**src/rtl/core/tmr_pkg.sv**
```systemverilog
package tmr_pkg;

    // Default width of the cycle count carried by one tick
    localparam int DEFAULT_CYCLE_BITS = 10;

    // Field and state widths
    localparam int DIV_W      = 16;
    localparam int DIV_FRAC_W = 8;
    localparam int BYTE_W     = 8;
    localparam int CTRL_W     = 3;
    // Counter fraction after a tick stays below the longest period (1024)
    localparam int CNT_FRAC_W = 10;

    // Request codes
    typedef enum logic [1:0] {
        REQ_TICK  = 2'd0,
        REQ_READ  = 2'd1,
        REQ_WRITE = 2'd2,
        REQ_POLL  = 2'd3
    } req_t;

    // Register offsets
    localparam logic [15:0] OFF_DIV_LO = 16'd0;
    localparam logic [15:0] OFF_DIV_HI = 16'd1;
    localparam logic [15:0] OFF_CNT    = 16'd2;
    localparam logic [15:0] OFF_MOD    = 16'd3;
    localparam logic [15:0] OFF_CTRL   = 16'd4;

    // Counter rate select in control bits 1:0
    typedef enum logic [1:0] {
        RATE_1024 = 2'd0,
        RATE_16   = 2'd1,
        RATE_64   = 2'd2,
        RATE_256  = 2'd3
    } rate_t;

    // Sequencer states
    typedef enum logic [1:0] {
        ST_IDLE,
        ST_STEP,
        ST_EMIT
    } state_t;

    // Status from the step unit back to the sequencer
    typedef struct packed {
        logic              done;
        logic              wrap;
        logic [BYTE_W-1:0] counter;
    } step_status_t;

    // log2 of the counter period for a rate select
    function automatic logic [3:0] period_shift(input rate_t rate);
        logic [3:0] sh;
        unique case (rate)
            RATE_16:   sh = 4'd4;
            RATE_64:   sh = 4'd6;
            RATE_256:  sh = 4'd8;
            RATE_1024: sh = 4'd10;
        endcase
        return sh;
    endfunction

endpackage

```
**src/rtl/core/tmr_step_unit.sv**
```systemverilog
module tmr_step_unit #(
    parameter int STEP_W = 7
) (
    input  logic                          aclk,
    input  logic                          start,
    input  logic                          advance,
    input  logic [STEP_W-1:0]             steps,
    input  logic [tmr_pkg::BYTE_W-1:0]    counter,
    input  logic [tmr_pkg::BYTE_W-1:0]    modulo,
    output tmr_pkg::step_status_t         status
);
    import tmr_pkg::*;

    localparam int CMP_W = (STEP_W > BYTE_W + 1) ? STEP_W : BYTE_W + 1;

    logic [STEP_W-1:0] remaining_reg;
    logic [STEP_W-1:0] remaining_next;
    logic [BYTE_W:0]   room;
    logic [CMP_W-1:0]  rem_ext;
    logic [CMP_W-1:0]  room_ext;

    // One pass: either finish inside the current wrap, or run to the wrap and reload
    always_comb begin
        room     = (BYTE_W+1)'(1 << BYTE_W) - {1'b0, counter};
        rem_ext  = CMP_W'(remaining_reg);
        room_ext = CMP_W'(room);
        if (rem_ext < room_ext) begin
            status.done    = 1'b1;
            status.wrap    = 1'b0;
            status.counter = counter + BYTE_W'(rem_ext);
            remaining_next = '0;
        end else begin
            status.done    = (rem_ext == room_ext);
            status.wrap    = 1'b1;
            status.counter = modulo;
            remaining_next = STEP_W'(rem_ext - room_ext);
        end
    end

    // Steps still to apply
    always_ff @(posedge aclk) begin
        if (start) begin
            remaining_reg <= steps;
        end else if (advance) begin
            remaining_reg <= remaining_next;
        end
    end

endmodule

```
**src/rtl/core/divider_and_reload_timer.sv**
```systemverilog
// Timer with a free 16-bit divider fed by the carry of an 8-bit fraction, and an
// 8-bit counter stepping at the rate in control bits 1:0 while bit 2 is set,
// reloading from the modulo register and raising the interrupt flag when it
// passes 0xFF. Each request gives exactly one result. Read, write and poll
// requests go from ST_IDLE to ST_EMIT and then to the output register. A tick
// that steps the counter also passes through ST_STEP, making one pass through the
// shared step unit per counter wrap inside the tick, plus one more when steps are
// left over after the last wrap; a tick with no counter step goes like a read.
// The step unit does one compare and subtract per cycle, so a tick with many
// wraps (small modulo distance, fast rate, large cycle count) takes
// correspondingly longer.
// s_ready is high only while the sequencer is idle; a finished result sits in
// the output register while the next request is taken.
module divider_and_reload_timer #(
    parameter int CYCLE_BITS = tmr_pkg::DEFAULT_CYCLE_BITS
) (
    input  logic                         aclk,
    input  logic                         aresetn,
    input  logic                         s_valid,
    output logic                         s_ready,
    input  logic [1:0]                   s_req_type,
    input  logic [CYCLE_BITS-1:0]        s_cycle_count,
    input  logic [15:0]                  s_reg_offset,
    input  logic [tmr_pkg::BYTE_W-1:0]   s_write_data,
    output logic                         m_valid,
    input  logic                         m_ready,
    output logic [tmr_pkg::BYTE_W-1:0]   m_read_data,
    output logic                         m_irq_flag
);
    import tmr_pkg::*;

    localparam int ACC_W  = ((CYCLE_BITS > DIV_FRAC_W) ? CYCLE_BITS : DIV_FRAC_W) + 1;
    localparam int SUM_W  = ((CYCLE_BITS > CNT_FRAC_W) ? CYCLE_BITS : CNT_FRAC_W) + 1;
    localparam int STEP_W = SUM_W - 4;

    // Architectural state
    logic [DIV_W-1:0]      divider_reg;
    logic [DIV_FRAC_W-1:0] div_frac_reg;
    logic [BYTE_W-1:0]     counter_reg;
    logic [BYTE_W-1:0]     modulo_reg;
    logic [CTRL_W-1:0]     control_reg;
    logic [CNT_FRAC_W-1:0] cnt_frac_reg;
    logic                  irq_pending_reg;

    // Sequencer and result holding
    state_t                state_reg;
    state_t                state_next;
    logic [BYTE_W-1:0]     res_rd_reg;
    logic                  res_irq_reg;
    logic                  is_poll_reg;
    logic                  m_valid_reg;
    logic [BYTE_W-1:0]     m_read_data_reg;
    logic                  m_irq_flag_reg;

    // Control
    logic                  accept;
    logic                  step_advance;
    logic                  emit_ok;
    req_t                  req;

    // Tick datapath
    logic [ACC_W-1:0]      acc;
    logic [SUM_W-1:0]      cnt_sum;
    logic [3:0]            shift;
    logic [SUM_W-1:0]      frac_mask;
    logic [STEP_W-1:0]     tick_steps;
    logic [CNT_FRAC_W-1:0] cnt_frac_new;
    logic                  need_steps;
    logic [BYTE_W-1:0]     rd_value;

    step_status_t          step_status;

    assign req    = req_t'(s_req_type);
    assign accept = s_valid && s_ready;

    // Divider and counter arithmetic for a tick
    always_comb begin
        acc          = ACC_W'(div_frac_reg) + ACC_W'(s_cycle_count);
        cnt_sum      = SUM_W'(cnt_frac_reg) + SUM_W'(s_cycle_count);
        shift        = period_shift(rate_t'(control_reg[1:0]));
        frac_mask    = (SUM_W'(1) << shift) - SUM_W'(1);
        tick_steps   = STEP_W'(cnt_sum >> shift);
        cnt_frac_new = CNT_FRAC_W'(cnt_sum & frac_mask);
        need_steps   = (req == REQ_TICK) && control_reg[2] && (tick_steps != '0);
    end

    // Register read mux
    always_comb begin
        unique case (s_reg_offset)
            OFF_DIV_LO: rd_value = divider_reg[BYTE_W-1:0];
            OFF_DIV_HI: rd_value = divider_reg[DIV_W-1:BYTE_W];
            OFF_CNT:    rd_value = counter_reg;
            OFF_MOD:    rd_value = modulo_reg;
            OFF_CTRL:   rd_value = BYTE_W'(control_reg);
            default:    rd_value = '0;
        endcase
    end

    // Sequencer next state
    always_comb begin
        state_next = state_reg;
        unique case (state_reg)
            ST_IDLE: begin
                if (accept) begin
                    state_next = need_steps ? ST_STEP : ST_EMIT;
                end
            end
            ST_STEP: begin
                if (step_status.done) begin
                    state_next = ST_EMIT;
                end
            end
            ST_EMIT: begin
                if (emit_ok) begin
                    state_next = ST_IDLE;
                end
            end
        endcase
    end

    // Sequencer outputs
    always_comb begin
        s_ready      = 1'b0;
        step_advance = 1'b0;
        emit_ok      = 1'b0;
        unique case (state_reg)
            ST_IDLE: s_ready      = 1'b1;
            ST_STEP: step_advance = 1'b1;
            ST_EMIT: emit_ok      = !m_valid_reg || m_ready;
        endcase
    end

    always_ff @(posedge aclk) begin
        if (!aresetn) begin
            state_reg <= ST_IDLE;
        end else begin
            state_reg <= state_next;
        end
    end

    // Shared counter step unit
    tmr_step_unit #(
        .STEP_W (STEP_W)
    ) u_step (
        .aclk    (aclk),
        .start   (accept && need_steps),
        .advance (step_advance),
        .steps   (tick_steps),
        .counter (counter_reg),
        .modulo  (modulo_reg),
        .status  (step_status)
    );

    // Timer state updates
    always_ff @(posedge aclk) begin
        if (!aresetn) begin
            divider_reg     <= '0;
            div_frac_reg    <= '0;
            counter_reg     <= '0;
            modulo_reg      <= '0;
            control_reg     <= '0;
            cnt_frac_reg    <= '0;
            irq_pending_reg <= 1'b0;
        end else if (accept) begin
            unique case (req)
                REQ_TICK: begin
                    divider_reg  <= divider_reg + DIV_W'(acc[ACC_W-1:DIV_FRAC_W]);
                    div_frac_reg <= acc[DIV_FRAC_W-1:0];
                    if (control_reg[2]) begin
                        cnt_frac_reg <= cnt_frac_new;
                    end
                end
                REQ_WRITE: begin
                    unique case (s_reg_offset)
                        OFF_DIV_LO, OFF_DIV_HI: begin
                            divider_reg  <= '0;
                            div_frac_reg <= '0;
                        end
                        OFF_CNT:  counter_reg <= s_write_data;
                        OFF_MOD:  modulo_reg  <= s_write_data;
                        OFF_CTRL: control_reg <= s_write_data[CTRL_W-1:0];
                        default: ;
                    endcase
                end
                REQ_POLL:  irq_pending_reg <= 1'b0;
                REQ_READ: ;
            endcase
        end else if (step_advance) begin
            counter_reg <= step_status.counter;
            if (step_status.wrap) begin
                irq_pending_reg <= 1'b1;
            end
        end
    end

    // Result captured at transfer
    always_ff @(posedge aclk) begin
        if (accept) begin
            res_rd_reg  <= (req == REQ_READ) ? rd_value : '0;
            res_irq_reg <= irq_pending_reg;
            is_poll_reg <= (req == REQ_POLL);
        end
    end

    // Output register
    always_ff @(posedge aclk) begin
        if (!aresetn) begin
            m_valid_reg <= 1'b0;
        end else if (emit_ok) begin
            m_valid_reg <= 1'b1;
        end else if (m_ready) begin
            m_valid_reg <= 1'b0;
        end
    end

    always_ff @(posedge aclk) begin
        if (emit_ok) begin
            m_read_data_reg <= res_rd_reg;
            m_irq_flag_reg  <= is_poll_reg ? res_irq_reg : irq_pending_reg;
        end
    end

    assign m_valid     = m_valid_reg;
    assign m_read_data = m_read_data_reg;
    assign m_irq_flag  = m_irq_flag_reg;

`ifndef SYNTHESIS
    // A poll always leaves the flag clear
    assert property (@(posedge aclk) disable iff (!aresetn)
        (accept && req == REQ_POLL) |=> !irq_pending_reg)
        else $error("irq flag not cleared by poll");

    // A counter wrap during stepping sets the flag
    assert property (@(posedge aclk) disable iff (!aresetn)
        (step_advance && step_status.wrap) |=> irq_pending_reg)
        else $error("counter wrap did not raise irq flag");

    // Results only come out of the emit state
    assert property (@(posedge aclk) disable iff (!aresetn)
        $rose(m_valid_reg) |-> $past(state_reg == ST_EMIT))
        else $error("result presented outside emit state");

    // Stepping only starts on a tick with the counter enabled
    assert property (@(posedge aclk) disable iff (!aresetn)
        (state_reg == ST_IDLE && state_next == ST_STEP) |-> (req == REQ_TICK && control_reg[2]))
        else $error("step sequence started without an enabled tick");
`endif

endmodule

```
**config.mk**
```make
export PLATFORM = sky130hd
export DESIGN_NAME = divider_and_reload_timer
export DESIGN_NICKNAME = d
export VERILOG_FILES = /design/src/rtl/core/tmr_pkg.sv /design/src/rtl/core/tmr_step_unit.sv /design/src/rtl/core/divider_and_reload_timer.sv
export SDC_FILE = /design/constraint.sdc
export NUM_CORES = 1
export LEC_CHECK = 0
export ABC_CLOCK_PERIOD_IN_PS = 7060
export BUFFER_PORTS_ARGS = -buffer_cell sky130_fd_sc_hd__buf_2
export CORE_UTILIZATION = 35
export CTS_CLUSTER_SIZE = 10
export DETAILED_ROUTE_END_ITERATION = 8
export SYNTH_ARGS = -nofsm -noshare
export SYNTH_HDL_FRONTEND = slang
export SYNTH_SLANG_ARGS = --single-unit
```
**constraint.sdc**
```tcl
create_clock -name aclk -period 7.06 [get_ports aclk]
set_input_delay 1.059 -clock aclk [delete_from_list [all_inputs] [get_ports aclk]]
set_output_delay 1.059 -clock aclk [all_outputs]
set_load 0.03 [all_outputs]
```
# Word level (Yosys, flattened, before mapping)
# Index checks and enable logic that the tools add are counted.
[totals]
regBits = 83
output_inout_bits = 11
elab_cells = 99
[classes]
eq_ne = 20
order_cmp = 1
add_sub_neg = 7
shift = 2
reduce_logical = 24
n_mux = 29
n_bitwise = 1
[op_table]
columns = ["op", "n"]
rows = [
  ["8-bit 2-to-1 mux", 5],
  ["8-bit case mux with 5 select lines", 1],
  ["16-bit by 2-bit == test with 1-bit output (second input constant)", 2],
  ["16-bit case mux with 2 select lines", 1],
  ["7-bit 2-to-1 mux", 3],
  ["3-bit AND reduction", 7],
  ["16-bit by 3-bit adder with 16-bit output", 1],
  ["16-bit by 1-bit == test with 1-bit output (second input constant)", 1],
  ["16-bit by 3-bit == test with 1-bit output (second input constant)", 1],
  ["16-bit zero test", 1],
  ["16-bit 2-to-1 mux", 1],
  ["4-bit case mux with 4 select lines", 1],
  ["8-bit case mux with 2 select lines", 1],
  ["10-bit by 10-bit adder with 11-bit output", 1],
  ["8-bit by 10-bit adder with 11-bit output", 1],
  ["11-bit by 4-bit >> shifter with 7-bit output", 1],
  ["10-bit bitwise AND", 1],
  ["2-bit == test (second input constant)", 5],
  ["1-bit 2-to-1 mux", 10],
  ["10-bit 2-to-1 mux", 1],
  ["2-bit nonzero test", 5],
  ["1-bit by 4-bit left shift with 10-bit output (first input constant)", 1],
  ["10-bit by 2-bit subtractor with 10-bit output (second input constant)", 1],
  ["7-bit by 9-bit == test with 1-bit output", 1],
  ["other kinds (15)", 30],
]

# Logic depth before layout (Yosys ltp)
[depth]
depth_word = 8
mapped_depth = 20
mapped_depth_nobuf = 20

# Cells and area by module
# A second synthesis with hierarchy kept.
[hier_totals]
cells_unflattened = 640
hier_area_um2 = 5656.7
[by_module_without_submodules]
columns = ["mod", "area_per_inst_um2", "n_inst", "seq_area_each_um2", "cells_per_inst"]
rows = [
  ["divider_and_reload_timer", 4491.8, 1, 1711.6, 509],
  ["tmr_step_unit", 1164.9, 1, 210.2, 131],
]

# Least setup slack after synthesis
# Ideal clock, no wire load.
[synth_timing]
path_type = "input to register"
from = "input s_cycle_count[0]"
to = "register divider_reg[10]"
n_path_buf = 0
arrival_ns = 3.917
setup_slack_ns = 3.016
cell_stages = 20
setup_ns = 0.128
cell_sequence = "ha_1 > inv_1 > fa_1 > nor2b_1 > o21ai_0 > a21boi_0 > o21ai_0 > nand2b_1 > a21o_1 > a21o_1 > xor2_1 > ha_1 > inv_1 > fa_1 > nor2b_1 > o21ai_0 > nor2_2 > nand4_1 > xor2_1 > nor2_1"
[synth_via]
elab_chain_len = 3
[synth_rtl]
columns = ["item", "line_no", "text"]
rows = [
  ["start: declaration", "divider_and_reload_timer.sv:22", "input logic [CYCLE_BITS-1:0] s_cycle_count,"],
  ["8-bit by 10-bit adder with 11-bit output", "divider_and_reload_timer.sv:78", "acc = ACC_W'(div_frac_reg) + ACC_W'(s_cycle_count);"],
  ["16-bit by 3-bit adder with 16-bit output", "divider_and_reload_timer.sv:167", "divider_reg <= divider_reg + DIV_W'(acc[ACC_W-1:DIV_FRAC_W]);"],
  ["16-bit case mux with 2 select lines", "divider_and_reload_timer.sv:165", "unique case (req)"],
  ["end signal: assignment", "divider_and_reload_timer.sv:167", ""],
  ["end: declaration", "divider_and_reload_timer.sv:37", "logic [DIV_W-1:0] divider_reg;"],
]
# No other way between the ends.
# A chain may end at the register's enable or synchronous reset.

# Final worst setup path
# Same ends and word-level chain as after synthesis.

==> metrics.md <==
| Metric | Value |
|---|---|
| FILL cells | 1,514 |
| DIE HEIGHT | about 130 um |
| RSZ-0062 raised after global routing | no |
| Final worst-path cycle share | 0.590 |
| CP Cell Sequence | buf_2, ha_1, inv_1, fa_1, nor2b_1, o21ai_0, a21boi_0, o21ai_0, nand2b_1, a21o_1, a21o_1, xor2_1, ha_1, inv_1, fa_1, nor2b_1, o21ai_0, nor2_2, nand4_1, xor2_1, nor2_1 |
| Iter 0 DRT Violations | between 400 and 500 |
| Clk_skew | between 0.008 and 0.009 ns |
| Setup TNS | 0 ns |
| Vias in the first global route | between 4,000 and 5,000 |
| Largest register FFs | 16 |
| Initial antenna violation count | 1 |
| Worst-Margin Slew | 1.05 ns |
| Net count reported at finish | 740 |
| Post-CTS sizing | 0 |
| Hold_buf cts | 0 |
| Most used cell along the critical path | o21ai_0 |
| Clk Latency, worst-skew pair | between 0.3 and 0.4 ns |
| Area share of the largest cell type after synthesis | 0.210 |
| Asr flop ratio synth | 0 |
| Yosys top cell by area | dfxtp_1 |
| Crit Path Category | primary input to flop |
| Die width | approximately 130 um |
| CTS tree | built |
| Initial Utilization | 0.357 |
| Tmin final | ~4.2 ns |
| DP Wirelength | between 9000 and 10,000 um |
| GRT overflow | 0 |
| Slowest cell on the critical path | fa_1 |
| Relative slew slack | 0.296 |
| Top-level I/O count | a little over 50 |
| Total number of vias | between 4,000 and 5,000 |
| Setup WS pre-CTS | ~2.6 ns |
| Drt total wl | roughly 13,000 um |
| Synth Flop Type | dfxtp_1 |
| Crit Path Max Fanout | 6 |
| GRT Total Usage | 0.174 |
| Core area | between 15,000 and 20,000 um2 |
| Design Area, Final | approximately 6000 um2 |
| Port Buffers | 50 |
| Largest cells by area after synthesis | dfxtp_1 21%, edfxtp_1 14%, ha_1 10% |
| Final Setup Violations | 0 |
| TritonRoute pass-1 iters | 7 |
| Leak Pwr | ~2.4 nW |
| Yosys warns | 0 |
| Reg clk slew, reported paths | 0.07 ns |
| DIE AREA | around 16,000 um2 |
| Net count after synthesis | 700 |
| Slew Viols, Final | 0 |
| CP top delay family | adder cells |
| Max stage delay on crit path | 0.37 ns |
| Crit path required time | about 7.3 ns |
| Post-synth EDFFs | 26 |
| Startpoint types | primary input |
| Synth Cell Area | between 5000 and 6000 um2 |
| Clock Tree Root | clkbuf_16 |
| Placed inst area | ~5800 um2 |
| Violated checks | DRC |
| # DRC | 4 |
| Setup ws final | 2.90 ns |
| Via density | 5.41 |
| Flop and latch count out of synthesis | 83 |
| Clock Tree Buf Depth | 2 |
| Max cap viols | 0 |
| Final Util | 0.404 |
| Hold Vio Cnt, Final | 0 |
| WP buf/inv | 3 |
| Share of layout cells above drive strength 1 | 0.131 |
| Crit path DAT | 4.41 ns |
| GPL Wtd Cong | ~0.9 |
| Area Growth Syn to Fin | 13.1% |
| TritonCTS buffer count | 9 |
| First-pass GRT wire length | about 22,000 um |
| Average cell area after synthesis | 8.91 um2 |
| Yosys cell types | 58 |
| Worst setup EP type | flop |
| Status | complete, but fails checks |
| Post-DRT Antenna Nets | 0 |
| H-tree Lvls | 3 |
| Routed len/inst | 15.6 um |
| Pwr dens | around 180 nW/um2 |
| Register area share after synthesis | 0.354 |
| Worst vdd ir | roughly 0.00014 V |
| CTS sink cnt | just over 80 |
| Cells after Synth | 610 |
| F_max | 240 MHz |
| Hold crit path type | flop to flop |
| Largest net degree at the start of global routing | 37 |
| Core Rows | 45 |
| Post-CTS Setup Repair Bufs | 0 |
-- cell type report --
class	count	area (um2)	share of cell area
inverter	32	120	0.0196
tap	188	235	0.0383
clock buffer	10	229	0.0373
clock inverter	6	72.6	0.0118
multi-input combinational	471	3290	0.535
antenna	1	2.50	0.000407
sequential	83	1920	0.313
timing repair buffer	53	273	0.0444
-- synthesized netlist by cell type (2+ instances only) --
| library cell | number |
|---|---|
| clkbuf_1 | 18 |
| nand2_1 | 39 |
| clkinv_1 | 2 |
| o211ai_1 | 7 |
| or3_1 | 11 |
| a2111oi_0 | 2 |
| nor3_1 | 17 |
| and2_1 | 3 |
| o31ai_1 | 2 |
| xnor2_1 | 20 |
| buf_2 | 3 |
| fa_1 | 5 |
| a21oi_1 | 47 |
| nand3_1 | 15 |
| nor4_1 | 5 |
| o221ai_1 | 3 |
| nor4_2 | 2 |
| o21ai_0 | 33 |
| nand2b_1 | 8 |
| mux2i_1 | 23 |
| a32o_1 | 2 |
| o21bai_1 | 4 |
| nand4_1 | 7 |
| nor2b_1 | 15 |
| nor4b_2 | 2 |
| dfxtp_1 | 57 |
| a21boi_0 | 2 |
| ha_1 | 45 |
| a31o_2 | 2 |
| o21a_1 | 4 |
| mux2_2 | 3 |
| a21o_1 | 9 |
| inv_1 | 30 |
| edfxtp_1 | 26 |
| a22oi_1 | 27 |
| buf_1 | 2 |
| nor2_1 | 63 |
| and3_1 | 5 |
| a211oi_1 | 8 |
| xor2_1 | 14 |
-- per-layer routing --
layer	track usage	wire, um	vias up	share of wire
li1	-	-	2285	-
met1	0.225	6160	2151	0.47
met3	0.0443	732	19	0.055
met4	0.0581	223	0	0.017
met2	0.281	6090	108	0.46
met5	0	0	-	0
-- cells in the final DEF, fill, tap and decap left out, drive strengths merged, types with 4 or more instances in the layout --
master  instances
nand2b          8
nor2           65
a22oi          27
a211oi          8
a21o            9
edfxtp         26
nand2          40
inv            32
nor2b          15
o211ai          7
nor4            7
buf            53
nand4           8
o21bai          4
o21a            4
fa              5
xor2           14
dfxtp          57
o21ai          35
ha             45
or3            12
and3            5
mux2i          23
a21oi          47
nand3          15
clkinv          4
nor3           17
xnor2          20
clkbuf         10
-- kinds of logic (layout without fill, tap and decap cells) --
kind of cell               after synthesis  in the layout  synth area share
other                                    0              1                 0
and+or+nand+nor                        199            199             0.187
AOI/OAI and AO/OA                      162            162             0.193
adders and majority gates               50             50             0.122
buffers and inverters                   56            101            0.0408
xor gates and xnor gates                34             34            0.0548
muxes                                   26             26            0.0486
DFF                                     83             83             0.354
-- worst paths after layout --
kind | start | end | slack (ns) | depth (start not counted)
setup / recovery | s_cycle_count[0] | divider_reg[10] | 2.90 | 21
hold / removal | res_rd_reg[6] | m_read_data[6] | 0.42 | 0
setup reg to reg | div_frac_reg[0] | divider_reg[10] | 3.37 | 20
hold reg to reg | res_rd_reg[6] | m_read_data[6] | 0.42 | 0
-- power by group --
group / leakage, nW / internal [mW] / switching [mW]
Clock: 0.144 / 0.278 / 0.211
Sequential: 0.693 / 0.506 / 0.00466
Combinational: 1.61 / 0.0359 / 0.0713
Total: 2.45 / 0.820 / 0.287
-- metrics by stage --
step	power, mW	hold WS, ns	cells
after floorplan	0.591	0.400	610
after global placement	0.627	0.407	827
after detailed placement	0.629	0.407	827
after CTS	1.12	0.423	843
after global routing	1.15	0.429	843
final	1.11	0.421	844
(Power assumes the default switching activity.)
